[src/rtl/nmea_line_checksum_classifier_macros.svh]
// -----------------------------------------------------------------------------
// NMEA line checksum classifier: assertion macros
// Shared concurrent assertion forms for the classifier RTL.
// -----------------------------------------------------------------------------
`ifndef NMEA_LINE_CHECKSUM_CLASSIFIER_MACROS_SVH
`define NMEA_LINE_CHECKSUM_CLASSIFIER_MACROS_SVH

// Same-cycle implication, disabled while reset is asserted.
`define NLCC_ASSERT_NOW(label, clk, rst_n, ante, cons) \
  label: assert property (@(posedge clk) disable iff (!rst_n) (ante) |-> (cons)) \
    else $error("nlcc assertion failed");

// Next-cycle implication, disabled while reset is asserted.
`define NLCC_ASSERT_NEXT(label, clk, rst_n, ante, cons) \
  label: assert property (@(posedge clk) disable iff (!rst_n) (ante) |=> (cons)) \
    else $error("nlcc assertion failed");

`endif

[src/rtl/nlcc_pkg.sv]
// -----------------------------------------------------------------------------
// NMEA line checksum classifier package
// Beat types, character codes, sentence kinds and small decode helpers.
// -----------------------------------------------------------------------------
`default_nettype none

package nlcc_pkg;

  localparam logic [7:0] CHAR_CR   = 8'h0D;
  localparam logic [7:0] CHAR_LF   = 8'h0A;
  localparam logic [7:0] CHAR_STAR = 8'h2A;

  localparam int unsigned MIN_LINE = 6;
  localparam int unsigned PFX_LEN  = 6;
  localparam int unsigned PFX_W    = PFX_LEN * 8;

  localparam logic [PFX_W-1:0] PFX_GNRMC = "$GNRMC";
  localparam logic [PFX_W-1:0] PFX_GPRMC = "$GPRMC";
  localparam logic [PFX_W-1:0] PFX_GPGSV = "$GPGSV";
  localparam logic [PFX_W-1:0] PFX_GLGSV = "$GLGSV";
  localparam logic [PFX_W-1:0] PFX_GAGSV = "$GAGSV";
  localparam logic [PFX_W-1:0] PFX_BDGSV = "$BDGSV";
  localparam logic [PFX_W-1:0] PFX_GNGGA = "$GNGGA";
  localparam logic [PFX_W-1:0] PFX_GPGGA = "$GPGGA";

  typedef enum logic [1:0] {
    KIND_OTHER = 2'd0,
    KIND_RMC   = 2'd1,
    KIND_GSV   = 2'd2,
    KIND_GGA   = 2'd3
  } kind_t;

  typedef struct packed {
    logic [7:0] rx_byte;
    logic       last_in_buffer;
  } in_item_t;

  typedef struct packed {
    logic       checksum_ok;
    logic       has_star;
    logic [1:0] sentence_kind;
    logic [7:0] line_length;
    logic [7:0] computed_checksum;
    logic [7:0] received_checksum;
  } out_item_t;

  typedef struct packed {
    logic       ok;
    logic [3:0] val;
  } hex_digit_t;

  function automatic hex_digit_t hex_digit(input logic [7:0] b);
    hex_digit_t d;
    d.ok  = 1'b0;
    d.val = b[3:0];
    if (b >= "0" && b <= "9") begin
      d.ok = 1'b1;
    end else if ((b >= "a" && b <= "f") || (b >= "A" && b <= "F")) begin
      d.ok  = 1'b1;
      d.val = b[3:0] + 4'd9;
    end
    return d;
  endfunction

  function automatic kind_t classify(input logic [PFX_W-1:0] pfx);
    kind_t k;
    case (pfx)
      PFX_GNRMC, PFX_GPRMC:                       k = KIND_RMC;
      PFX_GPGSV, PFX_GLGSV, PFX_GAGSV, PFX_BDGSV: k = KIND_GSV;
      PFX_GNGGA, PFX_GPGGA:                       k = KIND_GGA;
      default:                                    k = KIND_OTHER;
    endcase
    return k;
  endfunction

endpackage

`default_nettype wire

[src/rtl/nlcc_in_if.sv]
// -----------------------------------------------------------------------------
// NMEA line checksum classifier: input channel
// Valid/ready channel carrying one received character per beat.
// -----------------------------------------------------------------------------
`default_nettype none

interface nlcc_in_if;
  import nlcc_pkg::*;

  logic     valid;
  logic     ready;
  in_item_t data;

  modport source (output valid, output data, input ready);
  modport sink   (input valid, input data, output ready);
endinterface

`default_nettype wire

[src/rtl/nlcc_out_if.sv]
// -----------------------------------------------------------------------------
// NMEA line checksum classifier: result channel
// Valid/ready channel carrying one line summary per beat.
// -----------------------------------------------------------------------------
`default_nettype none

interface nlcc_out_if;
  import nlcc_pkg::*;

  logic      valid;
  logic      ready;
  out_item_t data;

  modport source (output valid, output data, input ready);
  modport sink   (input valid, input data, output ready);
endinterface

`default_nettype wire

[src/rtl/nmea_line_checksum_classifier.sv]
// -----------------------------------------------------------------------------
// NMEA line checksum classifier
// Splits a character stream into lines and reports checksum and sentence kind.
// -----------------------------------------------------------------------------
// Takes one character per beat and sustains one beat per cycle unless the result
// register stalls. A beat lands in an input register, then the line tracker
// (XOR, star, hex and prefix registers) folds it in; a closing line loads the
// result register in that same cycle. The only stall source is the result
// register: while a summary waits to be taken, the input register holds and
// in_ch.ready drops once both stages are full. Lines of fewer than six
// characters and runs of CR/LF produce no beat.
`default_nettype none

`include "nmea_line_checksum_classifier_macros.svh"

module nmea_line_checksum_classifier (
  input wire logic clk,
  input wire logic rst_n,
  nlcc_in_if.sink   in_ch,
  nlcc_out_if.source out_ch
);
  import nlcc_pkg::*;

  // Input stage
  logic       s1_valid_r;
  logic [7:0] s1_byte_r;
  logic       s1_last_r;

  // Line tracker
  logic [7:0]       xor_r,   xor_nxt;
  logic [7:0]       xstar_r, xstar_nxt;
  logic             star_r,  star_nxt;
  logic [7:0]       hex_r,   hex_nxt;
  logic             hopen_r, hopen_nxt;
  logic [7:0]       count_r, count_nxt;
  logic [PFX_W-1:0] pfx_r,   pfx_nxt;

  // Result stage
  logic      out_valid_r, out_valid_nxt;
  out_item_t out_data_r,  out_data_nxt;

  logic       s1_adv;
  logic       s1_fire;
  logic       is_term;
  logic       closing;
  logic       emit;
  hex_digit_t hd;

  // Values after folding in a non-terminator character
  logic [7:0]       u_xor, u_xstar, u_hex, u_count;
  logic             u_star, u_hopen;
  logic [PFX_W-1:0] u_pfx;

  // State the closed line is reported from
  logic [7:0]       c_xor_star, c_hex, c_count;
  logic             c_star;
  logic [PFX_W-1:0] c_pfx;

  assign s1_adv      = !out_valid_r || out_ch.ready;
  assign s1_fire     = s1_valid_r && s1_adv;
  assign in_ch.ready = !s1_valid_r || s1_adv;

  always_comb begin
    hd      = hex_digit(s1_byte_r);
    is_term = (s1_byte_r == CHAR_CR) || (s1_byte_r == CHAR_LF);

    u_pfx   = (count_r < 8'(MIN_LINE)) ? {pfx_r[PFX_W-9:0], s1_byte_r} : pfx_r;
    u_xstar = xstar_r;
    u_star  = star_r;
    u_hex   = hex_r;
    u_hopen = hopen_r;
    if (s1_byte_r == CHAR_STAR) begin
      u_xstar = xor_r;
      u_star  = 1'b1;
      u_hex   = '0;
      u_hopen = 1'b1;
    end else if (hopen_r) begin
      if (hd.ok) begin
        u_hex = {hex_r[3:0], hd.val};
      end else begin
        u_hopen = 1'b0;
      end
    end
    // first character of a line stays out of the XOR
    u_xor   = (count_r != '0) ? (xor_r ^ s1_byte_r) : xor_r;
    u_count = (count_r != 8'hFF) ? (count_r + 8'd1) : count_r;

    closing = is_term || s1_last_r;

    if (is_term) begin
      c_xor_star = xstar_r;
      c_hex      = hex_r;
      c_count    = count_r;
      c_star     = star_r;
      c_pfx      = pfx_r;
    end else begin
      c_xor_star = u_xstar;
      c_hex      = u_hex;
      c_count    = u_count;
      c_star     = u_star;
      c_pfx      = u_pfx;
    end

    emit = closing && (c_count >= 8'(MIN_LINE));

    out_data_nxt.checksum_ok       = c_star && (c_xor_star == c_hex);
    out_data_nxt.has_star          = c_star;
    out_data_nxt.sentence_kind     = classify(c_pfx);
    out_data_nxt.line_length       = c_count;
    out_data_nxt.computed_checksum = c_star ? c_xor_star : 8'h00;
    out_data_nxt.received_checksum = c_star ? c_hex : 8'h00;

    if (closing) begin
      xor_nxt   = '0;
      xstar_nxt = '0;
      star_nxt  = 1'b0;
      hex_nxt   = '0;
      hopen_nxt = 1'b0;
      count_nxt = '0;
      pfx_nxt   = '0;
    end else begin
      xor_nxt   = u_xor;
      xstar_nxt = u_xstar;
      star_nxt  = u_star;
      hex_nxt   = u_hex;
      hopen_nxt = u_hopen;
      count_nxt = u_count;
      pfx_nxt   = u_pfx;
    end

    // drop the result once taken; load a new one when the input stage fires on a line that emits
    out_valid_nxt = out_valid_r && !out_ch.ready;
    if (s1_fire) begin
      out_valid_nxt = emit;
    end
  end

  always_ff @(posedge clk) begin
    if (!rst_n) begin
      s1_valid_r  <= 1'b0;
      out_valid_r <= 1'b0;
      xor_r       <= '0;
      xstar_r     <= '0;
      star_r      <= 1'b0;
      hex_r       <= '0;
      hopen_r     <= 1'b0;
      count_r     <= '0;
      pfx_r       <= '0;
    end else begin
      out_valid_r <= out_valid_nxt;
      if (in_ch.ready) begin
        s1_valid_r <= in_ch.valid;
      end
      if (s1_fire) begin
        xor_r   <= xor_nxt;
        xstar_r <= xstar_nxt;
        star_r  <= star_nxt;
        hex_r   <= hex_nxt;
        hopen_r <= hopen_nxt;
        count_r <= count_nxt;
        pfx_r   <= pfx_nxt;
      end
    end
  end

  always_ff @(posedge clk) begin
    if (in_ch.ready && in_ch.valid) begin
      s1_byte_r <= in_ch.data.rx_byte;
      s1_last_r <= in_ch.data.last_in_buffer;
    end
    if (s1_fire && emit) begin
      out_data_r <= out_data_nxt;
    end
  end

  assign out_ch.valid = out_valid_r;
  assign out_ch.data  = out_data_r;

  `NLCC_ASSERT_NOW(a_len_min, clk, rst_n, out_valid_r,
    out_data_r.line_length >= 8'(MIN_LINE))
  `NLCC_ASSERT_NOW(a_ok_needs_star, clk, rst_n, out_valid_r && !out_data_r.has_star,
    !out_data_r.checksum_ok && out_data_r.computed_checksum == 8'h00 &&
    out_data_r.received_checksum == 8'h00)
  `NLCC_ASSERT_NEXT(a_close_clears, clk, rst_n, s1_fire && closing,
    count_r == 8'h00 && !star_r && !hopen_r)
  `NLCC_ASSERT_NEXT(a_count_sat, clk, rst_n, s1_fire && !closing && count_r == 8'hFF,
    count_r == 8'hFF)
  `NLCC_ASSERT_NEXT(a_no_fire_hold, clk, rst_n, !s1_fire,
    $stable(count_r) && $stable(xor_r) && $stable(pfx_r))

endmodule

`default_nettype wire
[src/flat_wrapper.sv]
// flat-port wrapper written by rule: the top's interface ports become plain ports
module nmea_line_checksum_classifier_flat import nlcc_pkg::*;
  (clk, rst_n, in_ch_valid, in_ch_data, in_ch_ready, out_ch_valid, out_ch_data, out_ch_ready);
  nlcc_in_if in_ch_i ();
  nlcc_out_if out_ch_i ();
  input wire logic clk;
  input wire logic rst_n;
  input wire logic [$bits(in_ch_i.valid)-1:0] in_ch_valid;
  input wire logic [$bits(in_ch_i.data)-1:0] in_ch_data;
  output wire logic [$bits(in_ch_i.ready)-1:0] in_ch_ready;
  output wire logic [$bits(out_ch_i.valid)-1:0] out_ch_valid;
  output wire logic [$bits(out_ch_i.data)-1:0] out_ch_data;
  input wire logic [$bits(out_ch_i.ready)-1:0] out_ch_ready;
  assign in_ch_i.valid = in_ch_valid;
  assign in_ch_i.data = in_ch_data;
  assign in_ch_ready = in_ch_i.ready;
  assign out_ch_valid = out_ch_i.valid;
  assign out_ch_data = out_ch_i.data;
  assign out_ch_i.ready = out_ch_ready;
  nmea_line_checksum_classifier u_core (.clk(clk), .rst_n(rst_n), .in_ch(in_ch_i), .out_ch(out_ch_i));
endmodule
[config.mk]
export PLATFORM = sky130hd
export DESIGN_NAME = nmea_line_checksum_classifier_flat
export DESIGN_NICKNAME = d
export VERILOG_FILES = /design/src/rtl/nlcc_pkg.sv /design/src/rtl/nlcc_in_if.sv /design/src/rtl/nlcc_out_if.sv /design/src/rtl/nmea_line_checksum_classifier.sv /design/src/flat_wrapper.sv
export VERILOG_INCLUDE_DIRS = /design/src /design/src/rtl
export SDC_FILE = /design/constraint.sdc
export NUM_CORES = 1
export LEC_CHECK = 0
export ABC_AREA = 1
export BUFFER_PORTS_ARGS = -buffer_cell sky130_fd_sc_hd__clkbuf_2
export CAP_MARGIN = 20
export CELL_PAD_IN_SITES_DETAIL_PLACEMENT = 0
export CELL_PAD_IN_SITES_GLOBAL_PLACEMENT = 1
export CORE_UTILIZATION = 40
export CTS_CLUSTER_SIZE = 25
export DETAILED_ROUTE_END_ITERATION = 8
export HOLD_SLACK_MARGIN = 0.02
export PLACE_DENSITY = 0.87
export SLEW_MARGIN = 25
export SYNTH_ARGS = -nofsm -noshare
export SYNTH_HDL_FRONTEND = slang
export SYNTH_SLANG_ARGS = --single-unit
[constraint.sdc]
create_clock -name clk -period 2.6 [get_ports clk]
set_input_delay 0.52 -clock clk [delete_from_list [all_inputs] [get_ports clk]]
set_output_delay 0.52 -clock clk [all_outputs]
set_load 0.05 [all_outputs]
; ---- Word-level counts from Yosys, hierarchy flattened
; Cells that the tools add are included.
[totals]
ff_bits = 121
inputBits = 13
output_inout_bits = 30
elab_cells = 92
[op_classes]
addsub = 2
magnitude_cmp = 8
n_eq_ne = 13
mux = 28
bitwise = 1
n_reduce_logical = 23
[ops]
columns = cell, count
row1 = == test 48 x 46 -> 1 bit (second input constant), 8
row2 = two-way mux 48 bit, 3
row3 = two-way mux 8 bit, 13
row4 = == test 8 x 4 -> 1 bit (second input constant), 2
row5 = >= comparator 8 x 7 -> 1 bit (second input constant), 2
row6 = less-or-equal comparator 8 x 7 -> 1 bit (second input constant), 2
row7 = logical AND 1 bit, 9
row8 = two-way mux 1 bit, 9
row9 = adder 8 x 1 -> 8 bit (second input constant), 1
row10 = == test 8 x 6 -> 1 bit (second input constant), 1
row11 = == test 8 bit, 1
row12 = >= comparator 8 x 3 -> 1 bit (second input constant), 1
row13 = >= comparator 8 x 6 -> 1 bit (second input constant), 1
row14 = less-or-equal comparator 8 x 6 -> 1 bit (second input constant), 1
row15 = < comparator 8 x 3 -> 1 bit (second input constant), 1
row16 = inequality test 8 bit (second input constant), 1
row17 = nonzero test 8 bit, 1
row18 = bitwise XOR 8 bit, 1
row19 = case mux 2 bit (3 select lines), 1
row20 = logical OR 1 bit, 5
row21 = two-way mux 5 bit, 1
row22 = adder 4 bit (second input constant), 1
row23 = two-way mux 4 bit, 1
row24 = OR reduction 2 bit, 2
row25 = 4 further kinds, 6

; ---- Longest topological paths before layout
; Gate-level depths: netlist (run 1).
[logic_depth]
word_depth = 11
depth_mapped = 17
mapped_depth_nobuf = 15

; ---- Worst setup path before layout (run 1)
; No wires, ideal clock.
[synth_timing]
path_kind = flip-flop to flip-flop
from = register u_core.s1_byte_r[0]
to = register u_core.out_data_r, in the netlist u_core.out_ch.data[0], enable pin
setup_ns = 0.383
arrival_time_ns = 2.293
t_required_ns = 2.217
setup_slack_ns = -0.076
stages_incl_launch_ff = 14
path_buffers = 2
synth_period_minus_slack_ns = 2.676
cell_sequence = edfxtp_1 -> inv_1 -> ha_1 -> nand3_1 -> nand2_1 -> nand2_2 -> buf_2 -> buf_2 -> nor2_1 -> a31oi_1 -> a21oi_1 -> nand2_1 -> nand2_1 -> inv_1
[synth_via]
elab_chain_len = 6
word_cells_on_any_way = 8
classes_between = order compare: 1 / eq/ne: 2 / mux: 1 / reduce/logical: 4
[synth_lines]
columns = item, line
row1 = "start, declared", nmea_line_checksum_classifier.sv:26  ; logic [7:0] s1_byte_r;
row2 = "start signal, assigned", nmea_line_checksum_classifier.sv:168  ; s1_byte_r <= in_ch.data.rx_byte;
row3 = == test 8 x 4 -> 1 bit, nmea_line_checksum_classifier.sv:65  ; is_term = (s1_byte_r == CHAR_CR) || (s1_byte_r == CHAR_LF);
row4 = logical OR 1 bit *, nmea_line_checksum_classifier.sv:65
row5 = two-way mux 8 bit *, nmea_line_checksum_classifier.sv:90  ; if (is_term) begin
row6 = named net u_core.c_count[3], nmea_line_checksum_classifier.sv:55  ; logic [7:0] c_xor_star, c_hex, c_count;
row7 = >= comparator 8 x 3 -> 1 bit *, nmea_line_checksum_classifier.sv:104  ; emit = closing && (c_count >= 8'(MIN_LINE));
row8 = logical AND 1 bit *, nmea_line_checksum_classifier.sv:104
row9 = logical AND 1 bit *, nmea_line_checksum_classifier.sv:171  ; if (s1_fire && emit) begin
row10 = "end signal, assigned", nmea_line_checksum_classifier.sv:172  ; out_data_r <= out_data_nxt;
row11 = "end, declared", nmea_line_checksum_classifier.sv:40  ; out_item_t out_data_r, out_data_nxt;
; Mark *: on every way through the listed nets, which the timed path passes. The rest lies on a longest branch.
; A chain may end at the register's enable or synchronous reset.

; ---- Final worst setup path (run 1)
[layout_timing]
from = register u_core.count_r[0]
to = register u_core.out_data_r, in the netlist u_core.out_ch.data[12], enable pin
[layout_via]
elab_chain_len = 6
word_cells_on_any_way = 7
classes_between = add/sub: 1 / order compare: 1 / eq/ne: 1 / mux: 2 / reduce/logical: 2
[layout_lines]
columns = item, line
row1 = "start, declared", nmea_line_checksum_classifier.sv:35  ; logic [7:0] count_r, count_nxt;
row2 = "start signal, assigned", nmea_line_checksum_classifier.sv:160  ; count_r <= count_nxt;
row3 = adder 8 x 1 -> 8 bit / inequality test 8 bit (equally long branches), nmea_line_checksum_classifier.sv:86  ; u_count = (count_r != 8'hFF) ? (count_r + 8'd1) : count_r;
row4 = two-way mux 8 bit *, nmea_line_checksum_classifier.sv:86
row5 = two-way mux 8 bit *, nmea_line_checksum_classifier.sv:90
row6 = named net u_core.c_count[1], nmea_line_checksum_classifier.sv:55
row7 = >= comparator 8 x 3 -> 1 bit *, nmea_line_checksum_classifier.sv:104
row8 = logical AND 1 bit *, nmea_line_checksum_classifier.sv:104
row9 = logical AND 1 bit *, nmea_line_checksum_classifier.sv:171
; Marked as above.

==> results by group, run 1 <==
Synth
  – Number of synthesis warnings: 0
  – Ranking of synthesized cells by area: dfxtp_1, nand2_1, edfxtp_1, nand3_1, a21oi_1
  – Synth area leader: dfxtp_1
  – Mapped Cells: 1049
  – Post-synthesis sequential area ratio: 0.402
  – Top-area cell type share of the netlist area: 0.242
  – Number of distinct library cells after synthesis: 36
  – Post-Syn Nets: 1068
  – Netlist Area Pre-Place: 6940 um2
  – FF+latch count, synth: 121
  – Synth Area per Inst: 6.62 um2

Finish
  – Fin util: 0.486
  – Fin nets: 1114
  – Antenna cell count: 0
  – Area Overhead vs Synth: 17.3%
  – Share of layout cells above drive strength 1: 0.124
  – Fill count: 1736

Placed design
  – Final GP Congestion: 0.878
  – Count of input and output buffers: 42
  – Hpwl dp: 12.5 mm

Critical path
  – Max stage delay on crit path: 0.40 ns
  – CP most frequent cell: nand2_1
  – CP Launch Type: flip-flop
  – Required @ worst endpoint: 2.78 ns
  – Reg-to-Reg End: u_core.out_ch.data[12]
  – Worst EP arrival: 2.61 ns
  – Crit path kind: flip-flop to flip-flop
  – Crit-path slowest cell: dfxtp_1
  – R2R depth: 12
  – CP endpoint kind: flip-flop
  – R2r startpoint: u_core.count_r[0]
  – Flop-to-flop setup slack: 0.18 ns
  – Crit Path Max Fanout: 26
  – CP Cell Sequence: ha_1 > nand3_1 > or2_1 > nand2_1 > o21ai_1 > nand2_1 > o21ai_1 > a21oi_1 > nand2_1 > nand2_1 > clkinvlp_4 > buf_12

Detailed routing
  – Vias post-DR: 6846
  – DR iter-0 viols: 748
  – WL met2: 7.61 mm
  – DR top layer: met4
  – Final ANT Viol Nets: 0
  – Routed WL: 18.3 mm
  – DR pass1 iterations: 5
  – DR DRC count: 0
  – DRT met1 WL: 9.32 mm
  – Met3 wire len: 1.12 mm
  – Drt wl/cell: 13.7 um
  – Vias per cell: 5.16

STA
  – Hold Violations, Final: 0
  – Max-slew headroom: 0.577
  – Setup tns final: 0 ns
  – Minimum clock period: 2.42 ns
  – Final Setup Violations: 0
  – Max-slew violations: 0
  – Clock Skew: 0.00974 ns
  – Least-Margin Pin Slew: 0.633 ns
  – Fmax: 413 MHz
  – RSZ-0062 raised after global routing: false
  – Final period util: 0.932

Min path
  – Hold Path Depth: 1
  – Hold Path Class: input port to flip-flop
  – Hold EP: u_core.s1_byte_r[4]
  – Hold Path Origin: in_ch_data[5]

Floorplanning
  – DIE WIDTH: 134 um
  – I/O Pins: 43
  – Initial Util: 0.414
  – Core footprint: 16800 um2
  – Cell Rows: 47
  – DIE HEIGHT: 134 um
  – Die Area: 17900 um2

Clocking
  – CTS buffer count: 17
  – Clock transition at path regs: 0.06 ns
  – Clock root cell: clkbuf_16
  – Clock insertion delay at the later pin of the skew report: 0.43 ns
  – Max Root-Sink Buffers: 2
  – H-tree depth: 4
  – CTS tree: done
  – Clk sink count: 121

Run status
  – Outcome: completed

Power and ir drop
  – PD cells: 578 nW/um2
  – P_leak: 0.00344 uW
  – Clock share of power: 0.521
  – P_sw: 1200 uW
  – Int Pwr: 3500 uW
  – Logic pwr share: 0.057
  – Flop pwr share: 0.423
  – VDD IR-drop max: 0.000467 V
  – Sw Share: 0.254

Global route
  – Vias in the first global route: 6100
  – First-pass GRT wire length: 30.6 mm
  – Global route total overflow: 0
  – Largest net degree at the start of global routing: 45
  – Tot GR Track Use: 0.215
  – Antenna violations before repair: 0

Job
  – Maxcap violations: 0
## synth_stat cells
cell type / count
nand2_2: 3
clkbuf_1: 18
nand4_1: 7
a22oi_1: 2
a21oi_4: 1
a31oi_1: 10
o21ai_1: 21
buf_1: 1
nand2_1: 365
dfxtp_1: 84
buf_2: 27
nand3b_1: 3
or2_2: 1
buf_6: 5
nor2_2: 2
nor4_1: 1
buf_4: 5
a31oi_2: 1
edfxtp_1: 37
and2_1: 3
xor2_1: 5
or2_0: 1
nor2_4: 1
o21bai_1: 1
nor2_1: 81
nand3_1: 146
nor3_1: 3
inv_1: 87
o2111a_1: 1
inv_2: 7
o21ai_0: 25
ha_1: 6
o21a_1: 2
a21oi_1: 84
a32oi_1: 1
o32a_1: 1
## flip-flops by register name, summed over array words and instances (netlist names)
| name | flops |
|---|---|
| u_core.count_r | 8 |
| u_core.hex_r | 8 |
| u_core.hopen_r | 1 |
| u_core.out_ch.data | 28 |
| u_core.out_ch.valid | 1 |
| u_core.pfx_r | 48 |
| u_core.s1_byte_r | 8 |
| u_core.s1_last_r | 1 |
| u_core.s1_valid_r | 1 |
| u_core.star_r | 1 |
| u_core.xor_r | 8 |
| u_core.xstar_r | 8 |
## power groups by stage
stage / clock (uW) / combinational (uW) / sequential [uW]
3_5_place_dp: 0 / 259 / 2030
6_report: 2450 / 266 / 1990
3_3_place_gp: 0 / 257 / 2030
2_1_floorplan: 0 / 166 / 2020
5_1_grt: 2560 / 295 / 1990
4_1_cts: 2480 / 261 / 1990
## stage by stage
stage / setup WS (ns) / area [um2] / instances / total power, uW / hold slack [ns]
finish: 0.177 / 8140 / 1328 / 4700 / 0.263
global route: 0.00137 / 8140 / 1328 / 4850 / 0.250
CTS: 0.0910 / 8110 / 1326 / 4730 / 0.252
detailed placement: 0.105 / 7500 / 1294 / 2290 / 0.431
global placement: 0.0895 / 7500 / 1294 / 2290 / 0.425
floorplan: 0.0237 / 6940 / 1049 / 2190 / 0.412
## worst max-delay path by stage
stage | from | endpoint | slack (ns) | cells after the start
CTS | u_core.count_r[0] | u_core.out_ch.data[12] | 0.09 | 12
detailed placement | u_core.count_r[0] | u_core.out_ch.data[5] | 0.10 | 12
floorplan | u_core.s1_byte_r[0] | u_core.out_ch.data[0] | 0.02 | 13
global route | u_core.count_r[0] | u_core.out_ch.data[14] | 0.001 | 11
finish | u_core.count_r[0] | u_core.out_ch.data[12] | 0.18 | 12
global placement | u_core.count_r[0] | u_core.out_ch.data[2] | 0.09 | 11
## worst max-delay path, delay by kind of cell, from the launching register on
kind	cells	cell delay [ns]
AO/OA/AOI/OAI	3	0.38
adder cells (fa/ha/maj)	1	0.21
buffers and inverters	2	0.29
flip-flops	1	0.40
AND/OR/NAND/NOR	6	0.86
## cells in the final DEF, fill, tap and decap left out, drive strengths merged
cell / synthesis / layout
dfxtp: 84 / 84
nor3: 3 / 3
clkinv: 0 / 4
a31oi: 11 / 11
nand4: 7 / 7
o21ai: 46 / 46
or2: 2 / 2
nor4: 1 / 1
a32oi: 1 / 1
nor2: 84 / 84
nand3: 146 / 146
a21oi: 85 / 85
buf: 38 / 41
o21bai: 1 / 1
ha: 6 / 6
inv: 94 / 102
a22oi: 2 / 2
nand2: 368 / 368
clkbuf: 18 / 59
nand3b: 3 / 3
clkinvlp: 0 / 1
o2111a: 1 / 1
o32a: 1 / 1
bufinv: 0 / 2
o21a: 2 / 2
edfxtp: 37 / 37
xor2: 5 / 5
and2: 3 / 3
## timing repair
action                     4_1_cts  5_1_grt
hold buffers                     0        0
resized for setup                0        9
setup buffers                    0        2
setup endpoints to repair        0       31
## final cells by class
class                           instances  area, um2  area share
Sequential cell                       121       2790       0.343
Multi-Input combinational cell        778       3510       0.432
Tap cell                              220        275      0.0338
Clock buffer                           17        425      0.0523
Inverter                               94        359      0.0441
Timing Repair Buffer                   83        593      0.0729
Clock inverter                         15        180      0.0221
## cells by family after synthesis
family	after synthesis	synth area share
compound gates	150	0.117
buf+inv	150	0.0941
xor+xnor	5	0.00631
fa+ha+maj	6	0.0108
simple gates	617	0.370
flops	121	0.402
## per-layer routing
layer  track usage  up-vias
met5             0        -
met4        0.0574        0
met3        0.0464       21
met2         0.301      213
met1         0.328     3102
li1              -     3510
Note: power is estimated with default switching activity, not from simulation.
==> inputs of run 2 (changes only) <==
Settings changed: CORE_UTILIZATION 40 to 30, PLACE_DENSITY 0.87 to 0.71.
==> results by group, run 2 (synthesis results as in run 1) <==
Run status
  – Outcome: completed (unchanged)

Finish
  – Most common cell after layout, fill and taps aside: nand2_1 (unchanged)
  – Share of layout cells above drive strength 1: 0.126 (was 0.124)
  – Most frequent cells in the layout: nand2_1, nand3_1, inv_1, dfxtp_1, a21oi_1 (was nand2_1, nand3_1, inv_1, a21oi_1, dfxtp_1)
  – Area Overhead vs Synth: 18.2% (was 17.3%)
  – Fin nets: 1112 (was 1114)
  – Finished Cell Area: 8200 um2 (was 8140 um2)
  – Antenna cell count: 0 (unchanged)
  – Layout Cells excl Fill: 1391 (was 1328)
  – Number of flip-flops in the largest register: 48 (unchanged)
  – Most flop-heavy register: u_core.pfx_r (unchanged)

STA
  – RSZ-0062 raised after global routing: true (was false)
  – Setup tns final: 0 ns (unchanged)
  – Max-slew violations: 0 (unchanged)
  – Fmax: 419 MHz (was 413 MHz)
  – Final Setup Violations: 0 (unchanged)
  – Hold Violations, Final: 0 (unchanged)
  – Max-slew headroom: 0.642 (was 0.577)
  – Clock Skew: 0.00723 ns (was 0.00974 ns)
  – Minimum clock period: 2.39 ns (was 2.42 ns)
  – Final period util: 0.917 (was 0.932)
  – Least-Margin Pin Slew: 0.536 ns (was 0.633 ns)

Clocking
  – Max Root-Sink Buffers: 2 (unchanged)
  – Clock insertion delay at the later pin of the skew report: 0.42 ns (was 0.43 ns)
  – Clock transition at path regs: 0.06 ns (about the same)
  – Clock root cell: clkbuf_16 (unchanged)
  – CTS buffer count: 17 (unchanged)
  – Hold-fix buffers, CTS: 0 (unchanged)
  – Clk sink count: 121 (unchanged)
  – CTS tree: done (unchanged)
  – H-tree depth: 4 (unchanged)

Floorplanning
  – DIE WIDTH: 154 um (was 134 um)
  – DIE HEIGHT: 154 um (was 134 um)
  – I/O Pins: 43 (unchanged)
  – Cell Rows: 55 (was 47)
  – Die Area: 23700 um2 (was 17900 um2)
  – Core footprint: 22600 um2 (was 16800 um2)
  – Initial Util: 0.307 (was 0.414)

Critical path
  – Max stage delay on crit path: 0.45 ns (was 0.40 ns)
  – Crit path buf inv count: 4 (was 2)
  – CP endpoint kind: flip-flop (unchanged)
  – Crit path kind: flip-flop to flip-flop (unchanged)
  – Family with the most delay on the worst path: simple AND/OR/NAND/NOR gates (unchanged)
  – CP Launch Type: flip-flop (unchanged)
  – Required @ worst endpoint: 2.78 ns (about the same)
  – CP Cell Sequence: inv_2 > ha_1 > nand3_1 > nand2_1 > nand2_2 > buf_6 > nor2_1 > a31oi_2 > a21oi_2 > nand2_1 > nand2_2 > clkinvlp_4 > buf_12 (was ha_1 > nand3_1 > or2_1 > nand2_1 > o21ai_1 > nand2_1 > o21ai_1 > a21oi_1 > nand2_1 > nand2_1 > clkinvlp_4 > buf_12)
  – Crit-path slowest cell: edfxtp_1 (was dfxtp_1)
  – Crit Path Max Fanout: 26 (unchanged)
  – Worst EP arrival: 2.56 ns (was 2.61 ns)

Placed design
  – Placed Instances: 1358 (was 1294)
  – Placed inst area: 7590 um2 (was 7500 um2)
  – Hpwl dp: 13.3 mm (was 12.5 mm)
  – Final GP Congestion: 0.826 (was 0.878)
  – Count of input and output buffers: 42 (unchanged)

Detailed routing
  – Drt wl/cell: 14.1 um (was 13.7 um)
  – DR pass1 iterations: 5 (unchanged)
  – Final ANT Viol Nets: 0 (unchanged)
  – DR iter-0 viols: 461 (was 748)
  – Vias per cell: 4.82 (was 5.16)
  – Routed WL: 19.6 mm (was 18.3 mm)
  – DR DRC count: 0 (unchanged)
  – Vias post-DR: 6705 (was 6846)

Power and ir drop
  – Clock share of power: 0.504 (was 0.521)
  – Sw Share: 0.256 (was 0.254)
  – Flop pwr share: 0.437 (was 0.423)
  – P_leak: 0.00340 uW (was 0.00344 uW)
  – VDD IR-drop max: 0.000316 V (was 0.000467 V)
  – Int Pwr: 3390 uW (was 3500 uW)
  – P_sw: 1160 uW (was 1200 uW)
  – PD cells: 555 nW/um2 (was 578 nW/um2)
  – Logic pwr share: 0.059 (was 0.057)

Global route
  – Antenna violations before repair: 0 (unchanged)
  – Vias in the first global route: 6147 (was 6100)
  – Tot GR Track Use: 0.172 (was 0.215)
  – First-pass GRT wire length: 32.5 mm (was 30.6 mm)
  – Met3 usage: 0.0287 (was 0.0464)
  – Met2 Use GR: 0.243 (was 0.301)
  – Global route total overflow: 0 (unchanged)
  – Largest net degree at the start of global routing: 68 (was 45)
  – M1 GR Usage: 0.261 (was 0.328)
  – Most used routing layer: met1 (unchanged)

Min path
  – Hold Path Class: input port to flip-flop (unchanged)

Job
  – Maxcap violations: 0 (unchanged)
[run 2: changes by cell type in the layout (fill, tap and decap cells not counted), sizes merged]
cell / before / now
clkbuf: 59 / 60
clkinvlp: 1 / 4
bufinv: 2 / 1
buf: 41 / 39
inv: 102 / 99
[run 2: path summary, 6_finish.rpt]
path                        from                      to  slack (ns)  cells past startpoint
min reg2reg      u_core.xor_r[1]         u_core.xor_r[1]        0.44                      1
min                in_ch_data[0]        u_core.s1_last_r        0.27                      1
max          u_core.s1_byte_r[0]  u_core.out_ch.data[10]        0.21                     13
max reg2reg  u_core.s1_byte_r[0]  u_core.out_ch.data[10]        0.21                     13
[run 2: layer usage]
layer	vias up	share of wire
met4	0	0.011
met1	3038	0.54
met2	140	0.41
met5	-	0
li1	3508	-
met3	19	0.038
[run 2: cell type report]
cell class                 instances  area, um2
multi-input combinational        778       3530
fill                            2440      14400
tap                              285        357
clock inverter                    14        139
clock buffer                      18        429
sequential                       121       2790
inverter                          94        362
timing repair buffer              81        594
[run 2: what timing repair did]
action	in CTS	in global routing
setup endpoints to repair	0	35
setup buffers	0	1
resized for setup	0	19
[run 2: worst reg2reg max path, stage by stage (launching register included)]
cell and delay, ns:
edfxtp_1 0.45, inv_2 0.09, ha_1 0.16, nand3_1 0.13, nand2_1 0.11, nand2_2 0.14
buf_6 0.19, nor2_1 0.12, a31oi_2 0.07, a21oi_2 0.16, nand2_1 0.09, nand2_2 0.10
clkinvlp_4 0.14, buf_12 0.19
[run 2: power groups by stage]
stage / clock [uW] / combinational [uW] / sequential [uW]
3_3_place_gp: 0 / 264 / 2030
5_1_grt: 2430 / 298 / 1990
2_1_floorplan: 0 / 166 / 2020
3_5_place_dp: 0 / 263 / 2030
6_report: 2290 / 267 / 1990
4_1_cts: 2340 / 264 / 1990
[run 2: stage by stage]
| step | utilization | power, uW | hold WS (ns) | worst slack (ns) |
|---|---|---|---|---|
| 2_1_floorplan | - | 2190 | 0.412 | 0.0237 |
| 3_3_place_gp | 0.335 | 2290 | 0.423 | 0.0183 |
| 3_5_place_dp | 0.335 | 2290 | 0.429 | 0.0526 |
| 4_1_cts | 0.360 | 4590 | 0.256 | 0.0408 |
| 5_1_grt | 0.362 | 4720 | 0.256 | -0.0353 |
| 6_report | 0.362 | 4550 | 0.273 | 0.215 |
==> inputs of run 3 (changes only) <==
Settings changed: CTS_BUF_LIST from default to sky130_fd_sc_hd__clkbuf_8 sky130_fd_sc_hd__clkbuf_16.
==> results by group, run 3 (synthesis results as in run 1) <==
Clocking
  – H-tree depth: 4 (unchanged)
  – Clock root cell: clkbuf_16 (unchanged)
  – Clk sink count: 121 (unchanged)
  – CTS tree: done (unchanged)
  – CTS buffer count: 17 (unchanged)
  – Clock insertion delay at the later pin of the skew report: 0.42 ns (about the same)
  – Max Root-Sink Buffers: 2 (unchanged)
  – Clock transition at path regs: 0.06 ns (about the same)
  – Hold-fix buffers, CTS: 0 (unchanged)

Floorplanning
  – Die Area: 23700 um2 (unchanged)
  – I/O Pins: 43 (unchanged)
  – Core footprint: 22600 um2 (unchanged)
  – Initial Util: 0.307 (unchanged)
  – DIE WIDTH: 154 um (unchanged)
  – DIE HEIGHT: 154 um (unchanged)
  – Cell Rows: 55 (unchanged)

Finish
  – Most frequent cells in the layout: nand2_1, nand3_1, inv_1, dfxtp_1, a21oi_1 (unchanged)
  – Number of flip-flops in the largest register: 48 (unchanged)
  – Area Overhead vs Synth: 18.2% (unchanged)
  – Most common cell after layout, fill and taps aside: nand2_1 (unchanged)
  – Antenna cell count: 0 (unchanged)
  – Most flop-heavy register: u_core.pfx_r (unchanged)
  – Finished Cell Area: 8200 um2 (unchanged)
  – Fill count: 2440 (unchanged)
  – Layout Cells excl Fill: 1391 (unchanged)
  – Share of layout cells above drive strength 1: 0.126 (unchanged)
  – Fin nets: 1112 (unchanged)

Placed design
  – Count of input and output buffers: 42 (unchanged)
  – Final GP Congestion: 0.826 (unchanged)
  – Placed Instances: 1358 (unchanged)
  – Hpwl dp: 13.3 mm (unchanged)
  – Worst slack at placement: 0.0526 ns (unchanged)
  – Placed inst area: 7590 um2 (unchanged)

Global route
  – Global route total overflow: 0 (unchanged)
  – Tot GR Track Use: 0.172 (unchanged)
  – First-pass GRT wire length: 32.5 mm (unchanged)
  – Vias in the first global route: 6147 (unchanged)
  – Antenna violations before repair: 0 (unchanged)
  – Largest net degree at the start of global routing: 68 (unchanged)

Power and ir drop
  – VDD IR-drop max: 0.000316 V (about the same)
  – Overall Power: 4550 uW (about the same)
  – P_leak: 0.00340 uW (about the same)
  – PD cells: 554 nW/um2 (was 555 nW/um2)

Critical path
  – Required @ worst endpoint: 2.78 ns (about the same)
  – Crit Path Max Fanout: 26 (unchanged)
  – Crit path kind: flip-flop to flip-flop (unchanged)
  – Worst EP arrival: 2.56 ns (about the same)
  – CP Launch Type: flip-flop (unchanged)
  – CP endpoint kind: flip-flop (unchanged)

Detailed routing
  – DR DRC count: 0 (unchanged)
  – Final ANT Viol Nets: 0 (unchanged)
  – Routed WL: 19.6 mm (about the same)
  – Vias post-DR: 6702 (was 6705)
  – Drt wl/cell: 14.1 um (about the same)
  – DRT met1 WL: 10.7 mm (about the same)
  – WL met2: 7.99 mm (about the same)
  – DR iter-0 viols: 458 (was 461)
  – Met3 wire len: 747 um (was 743 um)
  – Vias per cell: 4.82 (about the same)
  – DR top layer: met4 (unchanged)
  – DR pass1 iterations: 5 (unchanged)

STA
  – Minimum clock period: 2.39 ns (about the same)
  – Setup slack after layout: 0.215 ns (about the same)
  – Max-slew violations: 0 (unchanged)
  – Fmax: 419 MHz (about the same)
  – WHS: 0.273 ns (about the same)
  – Final period util: 0.917 (about the same)
  – Final Setup Violations: 0 (unchanged)
  – RSZ-0062 raised after global routing: true (unchanged)
  – Hold Violations, Final: 0 (unchanged)
  – Least-Margin Pin Slew: 0.535 ns (was 0.536 ns)
  – Clock Skew: 0.00723 ns (unchanged)
  – Max-slew headroom: 0.643 (was 0.642)

Min path
  – Hold Path Class: input port to flip-flop (unchanged)

Job
  – Maxcap violations: 0 (unchanged)

Run status
  – Outcome: completed (unchanged)
## run 3: changes by cell type in the layout (fill, tap and decap cells not counted), sizes merged
| cell | delta |
|---|---|
| inv | +1 |
| clkbuf | -1 |
## run 3: area by class of cell
cell class	instances	area, um2	share of cell area
clock buffers	17	425	0.0519
repair buffers	81	594	0.0725
multi-input cells	778	3530	0.430
flip-flops and latches	121	2790	0.340
inverters	94	362	0.0441
clock inverters	15	143	0.0174
well taps	285	357	0.0435
## run 3: what timing repair did
| action | CTS | global route |
|---|---|---|
| endpoints found under the setup margin | 0 | 35 |
| setup buffers | 0 | 1 |
| gates resized for setup | 0 | 19 |
| hold endpoints to repair | 0 | 0 |
## run 3: path summary, 6_finish.rpt
| check | start | to | slack [ns] | depth (start not counted) |
|---|---|---|---|---|
| worst max-delay path | u_core.s1_byte_r[0] | u_core.out_ch.data[10] | 0.21 | 13 |
| worst min-delay path | in_ch_data[0] | u_core.s1_last_r | 0.27 | 1 |
| worst max register to register | u_core.s1_byte_r[0] | u_core.out_ch.data[10] | 0.21 | 13 |
| worst min register to register | u_core.xor_r[1] | u_core.xor_r[1] | 0.44 | 1 |
## run 3: per-layer routing
| layer | global-route usage | vias up |
|---|---|---|
| met5 | 0 | - |
| met4 | 0.0538 | 0 |
| met3 | 0.0287 | 19 |
| met2 | 0.243 | 142 |
| met1 | 0.261 | 3033 |
| li1 | - | 3508 |
## run 3: per-stage QoR
stage	utilization	TNS [ns]
finish	0.362	0
global route	0.362	-0.765
CTS	0.360	0
detailed placement	0.335	0
global placement	0.335	0
floorplan	-	0
## run 3: power breakdown
group	switching [uW]	internal (uW)
clock	959	1330
combinational	180	86.9
sequential	24.2	1960
## run 3: critical path, cell delays in order (launching register included)
cell	delay, ns
edfxtp_1	0.45
inv_2	0.09
ha_1	0.16
nand3_1	0.13
nand2_1	0.11
nand2_2	0.14
buf_6	0.19
nor2_1	0.12
a31oi_2	0.07
a21oi_2	0.16
nand2_1	0.09
nand2_2	0.10
clkinvlp_4	0.14
buf_12	0.19
